==> src/rtl/core/lhm_pkg.sv <==
package lhm_pkg;

	localparam int NUM_BINS_DEF = 1024;
	localparam int NS_PER_US    = 1000;

	// period register holds the configured microseconds * 1000 (fits 30 bits for 20 bits in)
	localparam int          PERIOD_W     = 30;
	localparam int          INTERVAL_RST = 1000;
	localparam logic [29:0] PERIOD_RST   = 30'(INTERVAL_RST * NS_PER_US);

	// divide by 1000 via reciprocal: binned latencies stay below 65536 * 1000 < 2**26
	localparam int          DIV_W     = 26;
	localparam int          DIV_SHIFT = 36;
	localparam int          RECIP_W   = 27;
	localparam int          PROD_W    = DIV_W + RECIP_W;
	localparam logic [26:0] DIV_RECIP = 27'((64'd1 << DIV_SHIFT) / NS_PER_US);

	// bin addresses travel at the widest supported width (65536 bins)
	localparam int ADDR_MAX_W = 16;

	localparam int Q_DEPTH = 8;
	localparam int Q_PTR_W = 3;
	localparam int Q_CNT_W = 4;

	localparam logic [31:0] MAX32 = '1;
	localparam logic [47:0] MAX48 = '1;
	localparam logic [30:0] MAX31 = '1;

	localparam logic FUNC_RECORD = 1'b0;
	localparam logic FUNC_READ   = 1'b1;

	typedef struct packed {
		logic               func;
		logic signed [31:0] wake_lat;
		logic [9:0]         bin_index;
	} lhm_in_t;

	typedef struct packed {
		logic [31:0] sample_count;
		logic [47:0] latency_sum;
		logic [30:0] min_latency;
		logic [30:0] max_latency;
		logic [31:0] overrun_count;
		logic [31:0] bin_value;
	} lhm_out_t;

	// classified transaction handed from front to back
	typedef struct packed {
		logic                  func;
		logic                  pos;
		logic                  overrun;
		logic                  rd_ok;
		logic [30:0]           lat;
		logic [ADDR_MAX_W-1:0] addr;
	} lhm_item_t;

endpackage

==> src/rtl/core/lhm_front.sv <==
module lhm_front import lhm_pkg::*; #(
	parameter int NUM_BINS = NUM_BINS_DEF
) (
	input  logic        clk,
	input  logic        arst_n,
	input  logic        cfg_we,
	input  logic [19:0] cfg_wdata,
	input  logic        in_fire,
	input  lhm_in_t     in_data,
	output logic        push,
	output lhm_item_t   push_item,
	output logic [1:0]  busy_cnt
);

	localparam int             AW        = $clog2(NUM_BINS);
	localparam logic [31:0]    BIN_LIMIT = 32'(NUM_BINS * NS_PER_US);
	localparam logic [AW-1:0]  LAST_BIN  = AW'(NUM_BINS - 1);

	logic [PERIOD_W-1:0] period_q;

	logic    v_s1;
	lhm_in_t in_s1;

	logic              v_s2;
	logic              func_s2;
	logic              pos_s2;
	logic              ovr_s2;
	logic              rdok_s2;
	logic              big_s2;
	logic [30:0]       lat_s2;
	logic [9:0]        idx_s2;
	logic [PROD_W-1:0] prod_s2;

	logic              pos_c;
	logic              ovr_c;
	logic              big_c;
	logic [15:0]       q0_c;
	logic [DIV_W-1:0]  rem_c;
	logic [15:0]       quo_c;
	logic [AW-1:0]     bin_c;

	always_ff @(posedge clk or negedge arst_n) begin
		if (!arst_n) begin
			period_q <= PERIOD_RST;
			v_s1     <= 1'b0;
			v_s2     <= 1'b0;
		end else begin
			if (cfg_we) begin
				period_q <= PERIOD_W'(cfg_wdata) * PERIOD_W'(NS_PER_US);
			end
			v_s1 <= in_fire;
			v_s2 <= v_s1;
		end
	end

	always_ff @(posedge clk) begin
		if (in_fire) begin
			in_s1 <= in_data;
		end
	end

	always_comb begin
		pos_c = !in_s1.wake_lat[31] && (in_s1.wake_lat[30:0] != '0);
		ovr_c = (in_s1.func == FUNC_RECORD) &&
			(in_s1.wake_lat > $signed({2'b00, period_q}));
		big_c = ({1'b0, in_s1.wake_lat[30:0]} >= BIN_LIMIT);
	end

	always_ff @(posedge clk) begin
		if (v_s1) begin
			func_s2 <= in_s1.func;
			pos_s2  <= pos_c;
			ovr_s2  <= ovr_c;
			rdok_s2 <= (32'(in_s1.bin_index) < 32'(NUM_BINS));
			big_s2  <= big_c;
			lat_s2  <= in_s1.wake_lat[30:0];
			idx_s2  <= in_s1.bin_index;
			prod_s2 <= PROD_W'(in_s1.wake_lat[DIV_W-1:0]) * PROD_W'(DIV_RECIP);
		end
	end

	// reciprocal estimate is exact or one low; one compare fixes it
	always_comb begin
		q0_c  = prod_s2[DIV_SHIFT +: 16];
		rem_c = lat_s2[DIV_W-1:0] - DIV_W'(DIV_W'(q0_c) * DIV_W'(NS_PER_US));
		quo_c = (rem_c >= DIV_W'(NS_PER_US)) ? q0_c + 16'd1 : q0_c;
		bin_c = big_s2 ? LAST_BIN : quo_c[AW-1:0];
	end

	always_comb begin
		push_item.func    = func_s2;
		push_item.pos     = pos_s2;
		push_item.overrun = ovr_s2;
		push_item.rd_ok   = rdok_s2;
		push_item.lat     = lat_s2;
		push_item.addr    = (func_s2 == FUNC_READ) ? ADDR_MAX_W'(idx_s2) : ADDR_MAX_W'(bin_c);
	end

	assign push     = v_s2;
	assign busy_cnt = {1'b0, v_s1} + {1'b0, v_s2};

endmodule

==> config.mk <==
export PLATFORM = sky130hd
export DESIGN_NAME = lhm_front
export DESIGN_NICKNAME = d
export VERILOG_FILES = /design/src/rtl/core/lhm_pkg.sv /design/src/rtl/core/lhm_front.sv
export SDC_FILE = /design/constraint.sdc
export NUM_CORES = 1
export LEC_CHECK = 0
export ABC_AREA = 1
export BUFFER_PORTS_ARGS = -buffer_cell sky130_fd_sc_hd__clkbuf_2
export CAP_MARGIN = 20
export CORE_UTILIZATION = 65
export DETAILED_ROUTE_END_ITERATION = 10
export PLACE_DENSITY = 0.84
export SLEW_MARGIN = 10
export SYNTH_ARGS = -nofsm -noshare
export SYNTH_HDL_FRONTEND = slang
export SYNTH_SLANG_ARGS = --single-unit
==> constraint.sdc <==
create_clock -name clk -period 10.1 [get_ports clk]
set_clock_uncertainty 0.1 [all_clocks]
set_input_delay 2.02 -clock clk [delete_from_list [all_inputs] [get_ports clk]]
set_output_delay 2.02 -clock clk [all_outputs]
set_load 0.01 [all_outputs]
### Word-level counts from Yosys, hierarchy flattened

Index checks and enable logic that the tools add are counted.

* $add $sub $neg: 3
* multiply operators: 3
* $lt $le $gt $ge: 3
* muxes and demuxes: 3
* bitwise gates (word level): 1
* reductions and logical operators: 4

Operator list (count)
* 26-bit by 25-bit multiplier with 50-bit output, second input constant: 1
* 32-bit by 31-bit > comparator with 1-bit output: 1
* 31-bit by 20-bit >= comparator with 1-bit output, second input constant: 1
* 31-bit nonzero test: 1
* 10-bit two-way mux: 3
* 20-bit by 7-bit multiplier with 27-bit output, second input constant: 1
* 26-bit by 10-bit >= comparator with 1-bit output, second input constant: 1
* 26-bit subtractor: 1
* 16-bit by 7-bit multiplier with 23-bit output, second input constant: 1
* 10-bit by 1-bit adder with 10-bit output, second input constant: 1
* 1-bit by 1-bit adder with 2-bit output: 1
* 1-bit logical AND: 2
* 1-bit logical NOT: 1
* 1-bit NOT: 1

* bits in registers: 167
* input bits: 67
* output and inout port bits: 54
* word-level logic and storage cells: 30

### Depth between registers and ports, before layout

* depth in word-level cells: 6
* mapped depth: 35
* gate-level depth less buffers: 35

### Worst setup path before layout

OpenSTA, ideal clock, no wires.

* kind: reg2out
* start: register prod_s2[36]
* end: output port push_item[0] (netlist bit)
* arrival time: 5.950 ns
* required time: 7.980 ns
* setup slack: 2.030 ns
* cell stages (with the launch flop): 33
* path buffers: 0
* cells stage by stage: edfxtp_1 -> fa_1 -> fa_1 -> inv_1 -> fa_1 -> fa_1 -> inv_1 -> ha_1 -> nand2_1 -> o21ai_0 -> a21oi_1 -> o21bai_1 -> a31oi_1 -> o21ai_0 -> nand2_1 -> a21oi_1 -> xnor2_1 -> ha_1 -> nand2_1 -> nor2_1 -> inv_2 -> nor3_2 -> nand4_1 -> nand3_1 -> nand2_1 -> nand2_2 -> nand3_4 -> nor2_8 -> nand3_4 -> nand2_1 -> nand3_1 -> nand2_1 -> inv_1

RTL lines
* start: declaration: RTL line lhm_front.sv:32 `logic [PROD_W-1:0] prod_s2;`
* start signal: assignment: RTL line lhm_front.sv:78 `prod_s2 <= PROD_W'(in_s1.wake_lat[DIV_W-1:0]) * PROD_W'(DIV_RECIP);`
* end: declaration: RTL line lhm_front.sv:11 `output lhm_item_t push_item,`

==> results.json <==
{
  "placed_cell_area_um2": 24950,
  "grt_start_max_net_pins": 63,
  "crit_top_cell": "nand2_1",
  "tns_ns": 0,
  "max-clock-path-buffers": 2,
  "cts.sink_count": 133,
  "startpoint_type": "flop",
  "final_hold_viol_count": 0,
  "drive_above_1_share_pct": 7.513,
  "synth_common_cells": "inv_1, ha_1, nand2_1, fa_1, a21oi_1",
  "clk_pin_slew_ns": 0.07,
  "area_growth_syn_to_layout_pct": 7.199,
  "grt_pass1_vias": 19560,
  "cp_max_fo": 10,
  "grt_pass1_wl_mm": 103.7,
  "die-area_um2": 37480,
  "vias": 18380,
  "gp_congestion": 1.071,
  "fin_crit_sh_pct": 93.11,
  "synth_top_area_share_pct": 26.76,
  "timing.final.crit_period_ns": 9.404,
  "final_area_um2": 25580,
  "cts_resized": 0,
  "synth_edf_count": 104,
  "io_buffers": 113,
  "drt-vias-per-instance": 5.644,
  "cts_tree": "yes",
  "synth_area_leaders": "fa_1, ha_1, edfxtp_1",
  "setup_viol": 0,
  "clk_latency_ns": 0.44,
  "async_flop_share_pct": 21.80,
  "synth_most_common_cell": "inv_1",
  "nets": 3631,
  "avgSynthCellArea_um2": 8.982,
  "wirelength_mm": 65.68,
  "synth-seq-cells": 133,
  "ys_warn_count": 0,
  "postCtsHoldBufs": 0,
  "synthCells": 2657,
  "drc": 0,
  "rsz0062_at_grt": "no",
  "netlist_area_um2": 23860,
  "ioPinCount": 121,
  "whs_ns": 0.3155,
  "final_antenna_net_count": 0,
  "rows": 69,
  "drt_iter0_markers": 1261,
  "worstMarginPinSlew_ns": 0.9363,
  "grt_usage_pct": 36.43,
  "antenna_found_initial": 1,
  "dpl.hpwl_mm": 56.06,
  "dp_worst_setup_slack_ns": 1.138,
  "fin_ws_ns": 0.6959,
  "timing.fmax_mhz": 106.3,
  "grt_overflow": 0,
  "worstHoldPathType": "reg2reg",
  "cts_setup_buffers": 0,
  "cp.arrival_ns": 7.28,
  "ys.flop_type": "edfxtp_1",
  "clock-root-buffer": "clkbuf_16",
  "cp-end-kind": "output port",
  "cp.required_ns": 7.98,
  "yosys.area.top_type": "fa_1",
  "cp_slowest_cell": "fa_1",
  "die_w_um": 193.6,
  "cts.htree.levels": 4,
  "wl_per_cell_um": 20.17,
  "slew_violations": 0,
  "coreArea_um2": 35830,
  "die_y_um": 193.6,
  "yosysUniqueCellTypes": 53,
  "crit_path_max_incr_delay_ns": 0.58,
  "numCtsBuffers": 17,
  "drv_cap": 0,
  "yosysSeqAreaShare_pct": 16.16,
  "firstDrtPassIters": 5,
  "status": "complete, no violations",
  "relSlewSlack_pct": 36.70,
  "setup.worst_path.class": "reg2out",
  "start_util_pct": 66.61
}
## routing by layer
metal	global-route usage (%)	share of wire, %	up-vias
li1	-	-	8586
met1	47.22	41	8902
met2	59.93	47	732
met4	15.11	4.2	0
met5	0	0	-
met3	7.271	8.1	164
## registers in the layout, summed over array words and instances, names as in the netlist
name / count
period_q: 27
v_s1: 1
prod_s2: 16
push: 1
in_s1: 43
pos_s2: 1
lat_s2: 31
ovr_s2: 1
func_s2: 1
idx_s2: 10
big_s2: 1
## worst max-delay path, delay by kind of cell (launching register included)
kind                     cells  cell delay [ns]
XOR/XNOR                     1             0.10
flip-flops                   1             0.55
AND/OR/NAND/NOR             16             1.65
buffers and inverters        6             0.45
AO/OA/AOI/OAI                6             1.27
adder cells (fa/ha/maj)      6             2.80
## placed cells by master (no fill, tap or decap), types with 4 or more instances in the layout
master,instances
clkbuf_2,113
or2_2,7
nand2_1,380
xor2_1,33
inv_2,11
ha_1,463
nor3_1,9
dfrtp_1,21
nor2_2,4
o211ai_1,7
conb_1,7
inv_1,717
fa_1,319
nor2_1,109
nor4_1,12
inv_6,6
edfxtp_1,104
nand4_1,37
nand3_1,65
o21ai_0,80
a21oi_1,129
o21a_1,4
xnor2_1,25
nand3b_1,10
o21bai_1,8
dfstp_2,7
clkbuf_16,17
nand2_2,11
a31oi_1,17
buf_4,5
## path summary, 6_finish.rpt
| kind | start | end | slack, ns | cells past startpoint |
|---|---|---|---|---|
| max | prod_s2[36] | push_item[8] | 0.70 | 35 |
| min | in_s1[8] | idx_s2[8] | 0.32 | 0 |
| max reg2reg | in_s1[16] | prod_s2[47] | 2.89 | 22 |
| min reg2reg | in_s1[8] | idx_s2[8] | 0.32 | 0 |
| max in group asynchronous | arst_n | v_s1 | 7.86 | 1 |
| min in group asynchronous | arst_n | period_q[8] | 1.53 | 1 |
## kinds of logic after synthesis
kind of cell,after synthesis,share of synthesized area (%)
fa+ha+maj,782,51.04
flops,133,16.16
other cells,2,0.03147
xor+xnor,59,2.197
compound gates,273,6.334
simple gates,661,12.30
buf+inv,747,11.94
## through the flow
step / util [%] / cells
3_3_place_gp: 69.64 / 3223
6_report: 71.40 / 3257
3_5_place_dp: 69.64 / 3223
5_1_grt: 71.40 / 3256
2_1_floorplan: - / 2662
4_1_cts: 71.34 / 3255
## final cells by class
type,count,area [um^2]
fillers,2686,10250
clock buffers,17,425.4
flip-flops and latches,133,3859
multi-input cells,1782,17180
well taps,461,576.8
inverters,729,2736
repair buffers,119,623.1
clock inverters,15,182.7
diodes,1,2.502
Power is not shown: default switching activity piles up to over one toggle a cycle in this logic, so the estimate is an artifact.
