[config.mk]
export PLATFORM = sky130hd
export DESIGN_NAME = lhm_fifo
export DESIGN_NICKNAME = d
export VERILOG_FILES = /design/src/rtl/core/lhm_pkg.sv /design/src/rtl/core/lhm_fifo.sv
export SDC_FILE = /design/constraint.sdc
export NUM_CORES = 1
export LEC_CHECK = 0
export ABC_CLOCK_PERIOD_IN_PS = 6000
export BUFFER_PORTS_ARGS = -buffer_cell sky130_fd_sc_hd__clkbuf_2
export CAP_MARGIN = 15
export CORE_MARGIN = 2
export CORE_UTILIZATION = 32
export CTS_BUF_LIST = sky130_fd_sc_hd__clkbuf_16
export DETAILED_ROUTE_END_ITERATION = 8
export GPL_ROUTABILITY_DRIVEN = 0
export SYNTH_ARGS = -nofsm -noshare
export SYNTH_HDL_FRONTEND = slang
export SYNTH_SLANG_ARGS = --single-unit
export TNS_END_PERCENT = 30
[constraint.sdc]
create_clock -name clk -period 6 [get_ports clk]
set_input_delay 0.6 -clock clk [delete_from_list [all_inputs] [get_ports clk]]
set_output_delay 0.6 -clock clk [all_outputs]
set_load 0.02 [all_outputs]
[src/rtl/core/lhm_pkg.sv]
package lhm_pkg;

	localparam int NUM_BINS_DEF = 1024;
	localparam int NS_PER_US    = 1000;

	// period register holds the configured microseconds * 1000 (fits 30 bits for 20 bits in)
	localparam int          PERIOD_W     = 30;
	localparam int          INTERVAL_RST = 1000;
	localparam logic [29:0] PERIOD_RST   = 30'(INTERVAL_RST * NS_PER_US);

	// divide by 1000 via reciprocal: binned latencies stay below 65536 * 1000 < 2**26
	localparam int          DIV_W     = 26;
	localparam int          DIV_SHIFT = 36;
	localparam int          RECIP_W   = 27;
	localparam int          PROD_W    = DIV_W + RECIP_W;
	localparam logic [26:0] DIV_RECIP = 27'((64'd1 << DIV_SHIFT) / NS_PER_US);

	// bin addresses travel at the widest supported width (65536 bins)
	localparam int ADDR_MAX_W = 16;

	localparam int Q_DEPTH = 8;
	localparam int Q_PTR_W = 3;
	localparam int Q_CNT_W = 4;

	localparam logic [31:0] MAX32 = '1;
	localparam logic [47:0] MAX48 = '1;
	localparam logic [30:0] MAX31 = '1;

	localparam logic FUNC_RECORD = 1'b0;
	localparam logic FUNC_READ   = 1'b1;

	typedef struct packed {
		logic               func;
		logic signed [31:0] wake_lat;
		logic [9:0]         bin_index;
	} lhm_in_t;

	typedef struct packed {
		logic [31:0] sample_count;
		logic [47:0] latency_sum;
		logic [30:0] min_latency;
		logic [30:0] max_latency;
		logic [31:0] overrun_count;
		logic [31:0] bin_value;
	} lhm_out_t;

	// classified transaction handed from front to back
	typedef struct packed {
		logic                  func;
		logic                  pos;
		logic                  overrun;
		logic                  rd_ok;
		logic [30:0]           lat;
		logic [ADDR_MAX_W-1:0] addr;
	} lhm_item_t;

endpackage

[src/rtl/core/lhm_fifo.sv]
module lhm_fifo import lhm_pkg::*; (
	input  logic               clk,
	input  logic               arst_n,
	input  logic               push,
	input  lhm_item_t          push_item,
	input  logic               pop,
	output lhm_item_t          head,
	output logic               not_empty,
	output logic [Q_CNT_W-1:0] count
);

	lhm_item_t          buf_q [Q_DEPTH];
	logic [Q_PTR_W-1:0] wr_ptr_q;
	logic [Q_PTR_W-1:0] rd_ptr_q;
	logic [Q_CNT_W-1:0] cnt_q;

	always_ff @(posedge clk or negedge arst_n) begin
		if (!arst_n) begin
			wr_ptr_q <= '0;
			rd_ptr_q <= '0;
			cnt_q    <= '0;
		end else begin
			if (push) begin
				wr_ptr_q <= wr_ptr_q + 1'b1;
			end
			if (pop) begin
				rd_ptr_q <= rd_ptr_q + 1'b1;
			end
			if (push && !pop) begin
				cnt_q <= cnt_q + 1'b1;
			end else if (!push && pop) begin
				cnt_q <= cnt_q - 1'b1;
			end
		end
	end

	always_ff @(posedge clk) begin
		if (push) begin
			buf_q[wr_ptr_q] <= push_item;
		end
	end

	assign head      = buf_q[rd_ptr_q];
	assign not_empty = (cnt_q != '0);
	assign count     = cnt_q;

endmodule

* Word level (Yosys, flattened, before mapping)
Memories as Yosys holds them, arrays and structs flattened.
Cells that the tools add are included.
** Operators by class
- Reduce and logical (&&, ||, !) cells :: 6
- $add $sub $neg :: 4
- Multiplexer cells :: 4
** Operators with widths (count)
- $mux W4 :: 2
- $add A3 B1 Y3 const B :: 2
- $add A4 B1 Y4 const B :: 1
- $reduce_bool A4 Y1 :: 1
- $sub A4 B1 Y4 const B :: 1
- $logic_and A1 B1 Y1 :: 2
- $logic_not A1 Y1 :: 2
- $mux W1 :: 2
- $reduce_bool A2 Y1 :: 1
** Storage, ports and cells
- Memories :: 1
- Output and inout port bits :: 56
- Flip-flop bits (word level) :: 10
- Memory bits (writable) :: 408
- Input port bits :: 55
** Memories
- buf_q :: words 8, width 51, rd ports 1, clocked after memory_dff 0, wr ports 1, RTL line lhm_fifo.sv:12 : lhm_item_t buf_q [Q_DEPTH];

* Depth between registers and ports, before layout
Gate-level depths: netlist of the first run.
- Depth after elaboration :: 4
- Depth in mapped cells :: 7
- Mapped depth without buffers :: 7

* Worst setup path before layout of the first run
OpenSTA, ideal clock, no wires.
- Path type :: input-to-reg
- Start :: input port push
- End :: memory buf_q[0][0] (netlist bit) (enable)
- Setup time :: 0.523 ns
- Stages :: 2
- Data arrival time :: 4.174 ns
- Slack :: 1.303 ns
- Path through :: nand2b_1 -> nor3_1
** Between the ends
- Cells in the longest elaborated chain, start to end :: 2
** RTL lines
- from (decl) :: RTL line lhm_fifo.sv:4 : input logic push,
- $mux W1 :: RTL line lhm_fifo.sv:38 : if (push) begin
- $mux W1 (not written as such) :: RTL line lhm_fifo.sv:39 : buf_q[wr_ptr_q] <= push_item;
- to (decl) :: RTL line lhm_fifo.sv:12
No other way between the ends.

==> results of run 1 <==
layout by cell type, fill, tap and decap left out, types with 2 or more instances in the layout:
master and n:
a21oi_1 2, buf_4 13, bufinv_16 5, clkbuf_16 45, clkbuf_2 110, clkinv_1 8, clkinv_2 9, clkinv_4 2
dfrtp_1 7, dfrtp_4 3, edfxtp_1 408, ha_1 5, inv_1 8, mux2_2 54, mux4_1 20, mux4_2 82
nand2_1 6, nand2b_1 3, nand3_1 2, nor2_4 6, nor3_2 2, o211ai_1 2, or4_1 2, xnor2_1 4
xor2_1 2
timing repair:
item / 4_1_cts / 5_1_grt
hold buffers: 1 / 0
endpoints found under the hold margin: 10 / 0
setup buffers: 0 / 0
endpoints found under the setup margin: 0 / 0
resized for setup: 0 / 0
cell type report:
cell class	instances	share of cell area, %
clock buffers	45	6.00
multi-input cells	199	17.8
well taps	672	4.48
flip-flops and latches	418	66.6
clock inverters	33	1.56
repair buffers	124	3.50
inverters	2	0.0400
where the power goes:
group | total (mW) | switching [mW] | internal [mW]
clock | 2.66 | 1.08 | 1.58
combinational | 2.74 | 1.49 | 1.25
sequential | 3.96 | 0.282 | 3.68
sequential cells by signal, summed over array words and instances (netlist names):
name	flops
buf_q	408
count	4
rd_ptr_q	3
wr_ptr_q	3
Yosys cell counts:
cell and instances:
buf_1 6, inv_1 2, fa_1 1, ha_1 5
nor3_1 3, xor2_1 2, edfxtp_1 408, mux2i_1 1
mux2_2 54, nand3_1 2, or3_1 1, buf_12 5
buf_6 4, o21ai_0 1, clkbuf_1 11, nand3b_1 1
nand2b_1 3, or4_1 2, o211ai_1 2, a21oi_1 2
buf_2 4, nand2_1 6, nor2_1 6, mux4_1 20
mux4_2 82, xnor2_1 4, a2111o_1 1, dfrtp_1 10
per-layer routing:
layer	global-route usage (%)	wire [um]
met1	17.2	14500
met2	19.5	15000
met3	2.51	1560
met4	3.70	675
met5	0	16
stage by stage:
stage	hold slack (ns)	setup slack [ns]	instances	util, %	total power, mW
after floorplan	0.304	1.30	649	-	6.01
after global placement	0.508	2.69	1414	34.9	6.83
after detailed placement	0.507	2.67	1414	34.9	6.86
after CTS	0.300	2.06	1493	37.7	9.55
after global routing	0.325	1.98	1493	37.7	9.82
final	0.335	2.23	1493	37.7	9.36
logic make-up (layout without fill, tap and decap cells):
kind of cell,Yosys count,after routing
AOI/OAI and AO/OA,6,6
xor gates and xnor gates,6,6
adders and majority gates,6,6
buffers and inverters,32,204
DFF,418,418
muxes,157,157
and+or+nand+nor,24,24
final timing paths:
path | slack [ns] | endpoint | cells past startpoint | from
worst max register to register | 3.53 | buf_q[6][26] | 3 | wr_ptr_q[0]
worst min register to register | 0.54 | count[2] | 2 | count[2]
max in group asynchronous | 5.23 | rd_ptr_q[2] | 2 | arst_n
worst max-delay path | 2.23 | head[35] | 4 | rd_ptr_q[0]
worst min-delay path | 0.34 | buf_q[1][20] | 1 | push_item[20]
min in group asynchronous | 0.49 | count[0] | 2 | arst_n
==> impl_results.md, run 1 <==
- Core Box Area: around 0.050 mm^2
- Yosys top cell by area: edfxtp_1
- WP buf/inv: 2
- Complex-gate fraction of the synthesized area: less than 1%
- Residual DRC count: 0
- Final WL: 31800 um
- Initial antenna violation count: 1
- Pwr per Cell Area: ~500 mW/mm^2
- Die X: ~230 um
- Slew Viols, Final: 0
- Part of the Yosys area used for sequential elements: 78.0%
- CP Launch Type: register
- Period minus WS final: between 3 and 4 ns
- Placed instance area: 0.0173 mm^2
- Io pins: 111
- Die area: approximately 0.052 mm^2
- Syn_nets: 710
- Worst setup EP type: output pin
- Detail Placement HPWL: ~17000 um
- Worst-Skew Late Latency: 0.54 ns
- First-pass GRT wire length: between 40000 and 50000 um
- CTS Buffer Depth: 3
- Layout area overhead: 17.2%
- Final hold violations: 0
- Routed vias: between 7000 and 8000
- Yosys Warn Count: 0
- Syn_area_per_cell: between 20 and 25 um^2
- Number of diodes: 0
- Crit-path leading delay family: flip-flops
- Post-Synth XOR/XNOR Area: less than 1%
- DIE HEIGHT: roughly 230 um
- RSZ-0062 raised after global routing: false
- Max cap viols: 0
- Worst slew margin: approximately 34%
- Nets: 851
- Fmax achieved: 0.265 GHz
- Clock transition at path regs: around 0.060 ns
- CP Cell Sequence: buf_4 > mux4_1 > mux2_2 > clkbuf_2
- Area of the mapped netlist: between 0.015 and 0.02 mm^2
- Clk root buf: clkbuf_16
- Port Buffer Count: 110
- Drt via density: between 4 and 5
- Multi-input gate area: 0.00334 mm^2
- First-pass iteration count of the detailed router: 4
- Vias in the first global route: about 7500
- GRT overflow: 0
- Fin area: approximately 0.019 mm^2
- Register area: 0.0125 mm^2
- Site Rows: between 80 and 90
- CP Data Arrival Time: between 3 and 4 ns
- Overall fraction of global-route tracks in use: between 10% and 20%
- Fin crit share: a little over three fifths
- Initial core utilization: approximately a third
- TritonCTS clock tree: yes
- Mapped Cells: ~650
- Peak supply drop: 302 uV
- Final setup viols: 0
- # fillers: between 4000 and 5000
- Critical path's slowest cell: dfrtp_4
- Crit Path Max Fanout: 41
- Multiplexer share of the synthesized area: 18.7%
- Clk_skew: 0.00767 ns
- CP max stage delay: between 0.9 and 1 ns
- Main combinational cell family by area after synthesis: multiplexers
- Largest net degree at the start of global routing: 57
- Post-synth top area share: 76.5%
- Clock sinks: roughly 420
- Critical setup path kind: reg2out
- Status: completed
- LEAKAGE: slightly above 6 nW
- Unique cell type count in the Yosys netlist: 28
- Post-Synth Adder-Cell Area: less than 1%
- Top post-synthesis cells by area: edfxtp_1 (76%), mux4_2 (12%), mux2_2 (3.8%), mux4_1 (3.3%), dfrtp_1 (1.6%)
- H-tree levels: 2
- Starting DRT DRC Count: ~430
- Worst hold path class: in2reg
- Routed len/inst: 21.3 um
- Layout cell share with drive strength beyond 1: about 41%
- Final TNS setup: 0 ns
- #FFs+latches synth: between 400 and 500
- Measured slew at the worst slew-check pin: 0.983 ns
- Number of CTS-inserted buffers: 45
- Req. time, crit path: 5.40 ns
- Final ANT Viol Nets: 0
- Synth Area in Simple Gates: less than 1%
Power figures use the tool's default switching activity.
==> inputs of run 2 (changes only) <==
--- a/config.mk
+++ b/config.mk
@@ -5,7 +5,8 @@
 export SDC_FILE = /design/constraint.sdc
 export NUM_CORES = 1
 export LEC_CHECK = 0
-export ABC_CLOCK_PERIOD_IN_PS = 6000
+export ABC_AREA = 1
+export ABC_CLOCK_PERIOD_IN_PS = 3110
 export BUFFER_PORTS_ARGS = -buffer_cell sky130_fd_sc_hd__clkbuf_2
 export CAP_MARGIN = 15
 export CORE_MARGIN = 2
==> constraint.sdc (replaced) <==
create_clock -name clk -period 3.11 [get_ports clk]
set_input_delay 0.311 -clock clk [delete_from_list [all_inputs] [get_ports clk]]
set_output_delay 0.311 -clock clk [all_outputs]
set_load 0.02 [all_outputs]
==> run 2 against run 1 <==
Against the previous run: first-iteration DRC count rose by 64%; combinational power rose to 2.7 times the previous value; sequential power rose by 79%; sequential cell count unchanged; highest routed layer unchanged; synthesized cell count rose to 2.8 times the previous value; worst hold slack got worse by 0.31 ns.
==> impl_results.md, run 2 <==
- Routed vias: ~12000
- Mapped Cells: 1837
- Post-synth top area share: around two thirds
- Post-Synth Adder-Cell Area: less than 1%
- Area of the mapped netlist: about 0.018 mm^2
- Critical setup path kind: reg2out
- Starting DRT DRC Count: around 700
- Die X: roughly 240 um
- First-pass GRT wire length: between 60000 and 70000 um
- H-tree levels: 2
- Largest net degree at the start of global routing: roughly 110
- Syn_nets: ~1900
- First-pass iteration count of the detailed router: 5
- Vias in the first global route: 11000
- Multiplexer share of the synthesized area: 0%
- Top post-synthesis cells by area: edfxtp_1 (68%), nand2_1 (14%), nor2_1 (8.7%), inv_1 (4.5%), dfrtp_1 (1.4%)
- CP Cell Sequence: buf_12 > nor2_1 > nor2_1 > nand2_1 > nand2_1 > nand2_1 > nand2_1 > clkbuf_2
- Fmax achieved: 0.362 GHz
- Measured slew at the worst slew-check pin: between 0.8 and 0.9 ns
- Worst setup EP type: output pin
- Yosys Warn Count: 0
- Die area: 0.0581 mm^2
- Syn_area_per_cell: 9.80 um^2
- Worst slew margin: approximately 40%
- CP max stage delay: between 0.7 and 0.8 ns
- CP Launch Type: register
- Post-CTS Setup Inserts: 0
- Residual DRC count: 0
- Final Total Pwr: a little under 20 mW
- DIE HEIGHT: about 240 um
- Layout area overhead: 16.2%
- Nets: 2000
- Max cap viols: 0
- Number of CTS-inserted buffers: 44
- Slew Viols, Final: 0
- Max FFs per register: slightly above 400
- Prevailing post-synth register cell: edfxtp_1
- Initial antenna violation count: 6
- Final ANT Viol Nets: 0
- Req. time, crit path: around 2.8 ns
- LEAKAGE: about 9 nW
- Fin area: between 0.02 and 0.025 mm^2
- Hold_ws: ~0.025 ns
- CP Data Arrival Time: ~2.5 ns
- Worst-Skew Late Latency: 0.56 ns
- #FFs+latches synth: between 400 and 500
- Synth Area in Simple Gates: between 20% and 30%
- Overall fraction of global-route tracks in use: 14.2%
- EDFF count, synth: slightly above 400
- Worst hold path class: in2reg
- Site Rows: between 80 and 90
- Part of the Yosys area used for sequential elements: around 69%
- Pwr per Cell Area: between 900 and 1000 mW/mm^2
- Core Box Area: between 0.05 and 0.06 mm^2
- RSZ-0062 raised after global routing: false
- Post-synth ARST share: under 10%
- GRT overflow: 0
- Drt via density: between 4 and 5
- TritonCTS clock tree: yes
- Commonest cells post-synth: nand2_1 (688), nor2_1 (417), edfxtp_1 (408)
- CTS Buffer Depth: 3
- Fin crit share: around nine tenths
- Clock sinks: 418
- Top-count cell post-synth: nand2_1
- Io pins: approximately 110
- Routed len/inst: ~15 um
- Post-Synth XOR/XNOR Area: less than 1%
- Clk root buf: clkbuf_16
- Placed instance area: between 0.015 and 0.02 mm^2
- Yosys top cell by area: edfxtp_1
- Port Buffer Count: 110
- Main combinational cell family by area after synthesis: simple AND/OR/NAND/NOR gates
- Peak supply drop: about 460 uV
- Final hold violations: 0
- Critical path's slowest cell: dfrtp_4
- Complex-gate fraction of the synthesized area: 0.111%
- Initial core utilization: 32.5%
- Largest reg by FF count: buf_q
- Clock transition at path regs: roughly 0.060 ns
- Unique cell type count in the Yosys netlist: 17
- Clk_skew: approximately 0.015 ns
- Commonest non-fill, non-tap cell in the layout: nand2_1
- CP most frequent cell: nand2_1
- Final non-filler cell total: about 2700
- Period minus WS final: around 2.8 ns
- Final WL: 40400 um
- Layout cell share with drive strength beyond 1: between 10% and 20%
- Most frequent cells in the layout: nand2_1 (688), nor2_1 (409), edfxtp_1 (408)
- Final setup viols: 0
- Placed insts: around 2600
- Status: completed
- Crit Path Max Fanout: 91
- Detail Placement HPWL: approximately 21000 um
-- run 2: cell count changes after synthesis, moves of 11 or more --
cell / before / now
inv_1: 2 / 215
mux4_1: 20 / 0
mux4_2: 82 / 0
buf_2: 4 / 49
nor2_1: 6 / 417
clkbuf_1: 11 / 22
mux2_2: 54 / 0
nand2_1: 6 / 688
-- run 2: cells by family (layout without fill, tap and decap cells) --
| family | after synthesis | in the layout |
|---|---|---|
| and+or+nand+nor | 1109 | 1109 |
| DFF | 418 | 418 |
| buffers and inverters | 295 | 425 |
| adders and majority gates | 6 | 6 |
| xor gates and xnor gates | 5 | 5 |
| AOI/OAI and AO/OA | 4 | 4 |
| other | 0 | 1 |
-- run 2: repair_timing --
| action | in CTS | in global routing |
|---|---|---|
| endpoints found under the hold margin | 16 | 0 |
| gates resized for setup | 0 | 0 |
| setup endpoints to repair | 0 | 0 |
| hold buffers | 3 | 0 |
-- run 2: metrics by stage --
stage	TNS [ns]	setup slack (ns)	util (%)
final	0	0.350	37.8
after detailed placement	0	0.906	35.3
after floorplan	-49.66	-0.223	-
after global routing	0	0.0726	37.8
after CTS	0	0.291	37.8
after global placement	0	0.902	35.3
-- run 2: worst paths after layout --
| path | slack, ns | cells past startpoint | to | start |
|---|---|---|---|---|
| worst max-delay path | 0.35 | 8 | head[44] | rd_ptr_q[0] |
| worst min-delay path | 0.02 | 1 | buf_q[6][17] | push_item[17] |
| worst max register to register | 1.18 | 3 | buf_q[3][32] | wr_ptr_q[0] |
| worst min register to register | 0.54 | 2 | wr_ptr_q[0] | wr_ptr_q[0] |
| max in group asynchronous | 2.69 | 2 | rd_ptr_q[0] | arst_n |
| min in group asynchronous | 0.17 | 2 | wr_ptr_q[2] | arst_n |
-- run 2: worst max-delay path: cells and delay by family (launching register included) --
kind	cells	cell delay, ns
buffers and inverters	2	0.59
DFF	1	0.71
and+or+nand+nor	6	0.55
-- run 2: final cells by class --
type / count / area [um^2]
Sequential cell: 418 / 12500
Antenna cell: 1 / 2.50
Timing Repair Buffer: 135 / 921
Multi-Input combinational cell: 1124 / 4380
Clock inverter: 29 / 220
Inverter: 216 / 812
Clock buffer: 45 / 1130
Tap cell: 748 / 936
Fill cell: 5413 / 34400
-- run 2: per-layer routing --
layer | global-route usage [%] | share of wire, % | vias to the layer above
met2 | 22.7 | 46 | 220
met5 | 0 | 0.18 | -
met4 | 3.89 | 1.9 | 10
met1 | 19.2 | 47 | 5351
met3 | 3.50 | 5.4 | 66
li1 | - | - | 5895
-- run 2: power breakdown --
| group | leakage (nW) | switching (mW) | internal [mW] |
|---|---|---|---|
| Clock | 0.699 | 2.08 | 2.92 |
| Combinational | 4.49 | 5.19 | 2.16 |
| Sequential | 3.82 | 0.248 | 6.84 |
==> inputs of run 3 (changes only) <==
--- a/config.mk
+++ b/config.mk
@@ -9,11 +9,14 @@
 export ABC_CLOCK_PERIOD_IN_PS = 3110
 export BUFFER_PORTS_ARGS = -buffer_cell sky130_fd_sc_hd__clkbuf_2
 export CAP_MARGIN = 15
+export CELL_PAD_IN_SITES_DETAIL_PLACEMENT = 1
+export CELL_PAD_IN_SITES_GLOBAL_PLACEMENT = 2
 export CORE_MARGIN = 2
 export CORE_UTILIZATION = 32
 export CTS_BUF_LIST = sky130_fd_sc_hd__clkbuf_16
 export DETAILED_ROUTE_END_ITERATION = 8
 export GPL_ROUTABILITY_DRIVEN = 0
+export PLACE_DENSITY_LB_ADDON = 0.1
 export SYNTH_ARGS = -nofsm -noshare
 export SYNTH_HDL_FRONTEND = slang
 export SYNTH_SLANG_ARGS = --single-unit
==> run 3 against run 2 <==
Against the previous run: routed wire length increased by 14%; combinational power increased by 3.8%; first-iteration DRC count decreased by 27%; global-route usage increased by 2.1 points; critical path type unchanged; highest routed layer unchanged.
==> impl_results.md, run 3 (synthesized netlist as in run 2, its figures left out) <==
- Status: completed
- CP Launch Type: register
- Worst hold path class: in2reg
- Clock transition at path regs: 0.06 ns
- Die X: roughly 240 um
- Placement Setup Slack: 0.929 ns
- Post-CTS Resized: 0
- Cell-internal power: between 10 and 15 mW
- Initial core utilization: between 30% and 40%
- Fin crit share: approximately nine tenths
- Site Rows: 86
- Hold Path Stages: 1
- Req. time, crit path: approximately 2.8 ns
- Combinational Power Share: a little under two fifths
- Flop-to-flop setup slack: 1.13 ns
- Critical setup path kind: reg2out
- Drt via density: between 4 and 5
- # fillers: about 6300
- Switching Fraction: 39.1%
- Placed instance area: ~0.020 mm^2
- Final hold violations: 0
- Hold_buf cts: 25
- Measured slew at the worst slew-check pin: approximately 0.64 ns
- H-tree levels: 2
- Clk_skew: roughly 0.016 ns
- Sw power: between 7 and 8 mW
- TritonCTS clock tree: yes
- Port Buffer Count: between 100 and 150
- Post-CTS Setup Inserts: 0
- Hold_ws: around 0.022 ns
- Number of CTS-inserted buffers: 49
- Max cap viols: 0
- Routed len/inst: around 17 um
- Hold Path End: buf_q[5][5]
- DIE HEIGHT: ~240 um
- First-pass iteration count of the detailed router: 6
- CTS Buffer Depth: 3
- Largest net degree at the start of global routing: between 100 and 150
- Final setup viols: 0
- Pwr per Cell Area: approximately 940 mW/mm^2
- Worst-Skew Late Latency: 0.59 ns
- Worst setup EP type: output pin
- Nets: 2036
- Clk root buf: clkbuf_16
- GRT overflow: 0
- Clock power frac: 26.6%
- Final WL: 46000 um
- FF-to-FF Start: wr_ptr_q[0]
- Detail Placement HPWL: approximately 25000 um
- Worst setup margin: ~0.34 ns
- LEAKAGE: between 9 and 10 nW
- Residual DRC count: 0
- Overall fraction of global-route tracks in use: between 10% and 20%
- Final TNS setup: 0 ns
- Fin area: between 0.02 and 0.025 mm^2
- Worst reg2reg endpoint: buf_q[4][19]
- RSZ-0062 raised after global routing: false
- Starting DRT DRC Count: approximately 520
- Layout area overhead: 18.8%
- Vias in the first global route: approximately 12000
- Commonest non-fill, non-tap cell in the layout: nand2_1
- Fmax achieved: 0.362 GHz
- Largest reg by FF count: buf_q
- Core Box Area: approximately 0.055 mm^2
- Worst slew margin: a little under three fifths
- Layout cell share with drive strength beyond 1: around a tenth
- Period minus WS final: approximately 2.8 ns
- Final ANT Viol Nets: 0
- First-pass GRT wire length: around 72000 um
- Most frequent cells in the layout: nand2_1 (688), nor2_1 (409), edfxtp_1 (408)
- Slew Viols, Final: 0
- Final Total Pwr: between 20 and 25 mW
- Crit Path Max Fanout: ~80
- Clock sinks: roughly 420
- Sequential power share: between 30% and 40%
- Routed vias: roughly 12000
- Peak supply drop: between 600 and 700 uV
- CP Data Arrival Time: 2.45 ns
- Die area: 0.0581 mm^2
- Io pins: roughly 110
- Worst r2r path cells: 3
- Initial antenna violation count: 3
- Max FFs per register: slightly above 400
- Worst hold start: push_item[5]
==> run 3: cell count changes in the layout (fill, tap and decap cells not counted), sizes merged <==
cell	previous run	this run
dlygate4sd3	3	25
buf	22	31
inv	227	234
clkbuf	155	161
clkinv	13	16
bufinv	4	2
diode	1	2
==> run 3: layout make-up <==
cell class	count	area (um^2)	share of cell area, %
Clock buffer	51	1280	5.97
Inverter	216	813	3.80
Antenna cell	2	5.00	0.0234
Multi-Input combinational cell	1124	4380	20.5
Sequential cell	418	12500	58.5
Timing Repair Buffer	166	1260	5.89
Tap cell	748	936	4.38
Clock inverter	37	205	0.960
==> run 3: worst max-delay path by stage <==
stage | end | cells after the start | from
after floorplan | buf_q[0][0] | 2 | wr_ptr_q[0]
after global placement | head[32] | 8 | rd_ptr_q[0]
after detailed placement | buf_q[4][19] | 5 | push
after CTS | head[32] | 8 | rd_ptr_q[0]
after global routing | head[38] | 8 | rd_ptr_q[0]
final | head[46] | 8 | rd_ptr_q[0]
==> run 3: metrics by stage <==
| step | cells | util (%) |
|---|---|---|
| 2_1_floorplan | 1837 | - |
| 3_3_place_gp | 2647 | 35.5 |
| 3_5_place_dp | 2647 | 35.5 |
| 4_1_cts | 2760 | 38.7 |
| 5_1_grt | 2762 | 38.7 |
| 6_report | 2762 | 38.7 |
==> run 3: critical path: stages, from the launching register on <==
cell and delay (ns):
dfrtp_4 0.76, buf_12 0.37, nor2_1 0.09, nor2_1 0.09, nand2_1 0.06, nand2_1 0.06, nand2_1 0.05, nand2_1 0.17
clkbuf_2 0.20
==> run 3: routing by layer <==
| layer | GRT usage, % | part of all wire, % | vias up |
|---|---|---|---|
| met5 | 0 | 0.015 | - |
| met4 | 4.21 | 1.6 | 2 |
| met3 | 2.55 | 3.2 | 49 |
| met2 | 27.3 | 47 | 141 |
| met1 | 22.2 | 48 | 5738 |
| li1 | - | - | 5978 |
==> run 3: power groups by stage <==
stage | Sequential (mW) | Combinational, mW | Clock [mW]
after floorplan | 7.16 | 5.15 | 0
after global placement | 7.26 | 7.78 | 0
after detailed placement | 7.28 | 7.85 | 0
after CTS | 7.17 | 7.90 | 5.54
after global routing | 7.21 | 8.71 | 5.76
final | 7.16 | 7.63 | 5.35
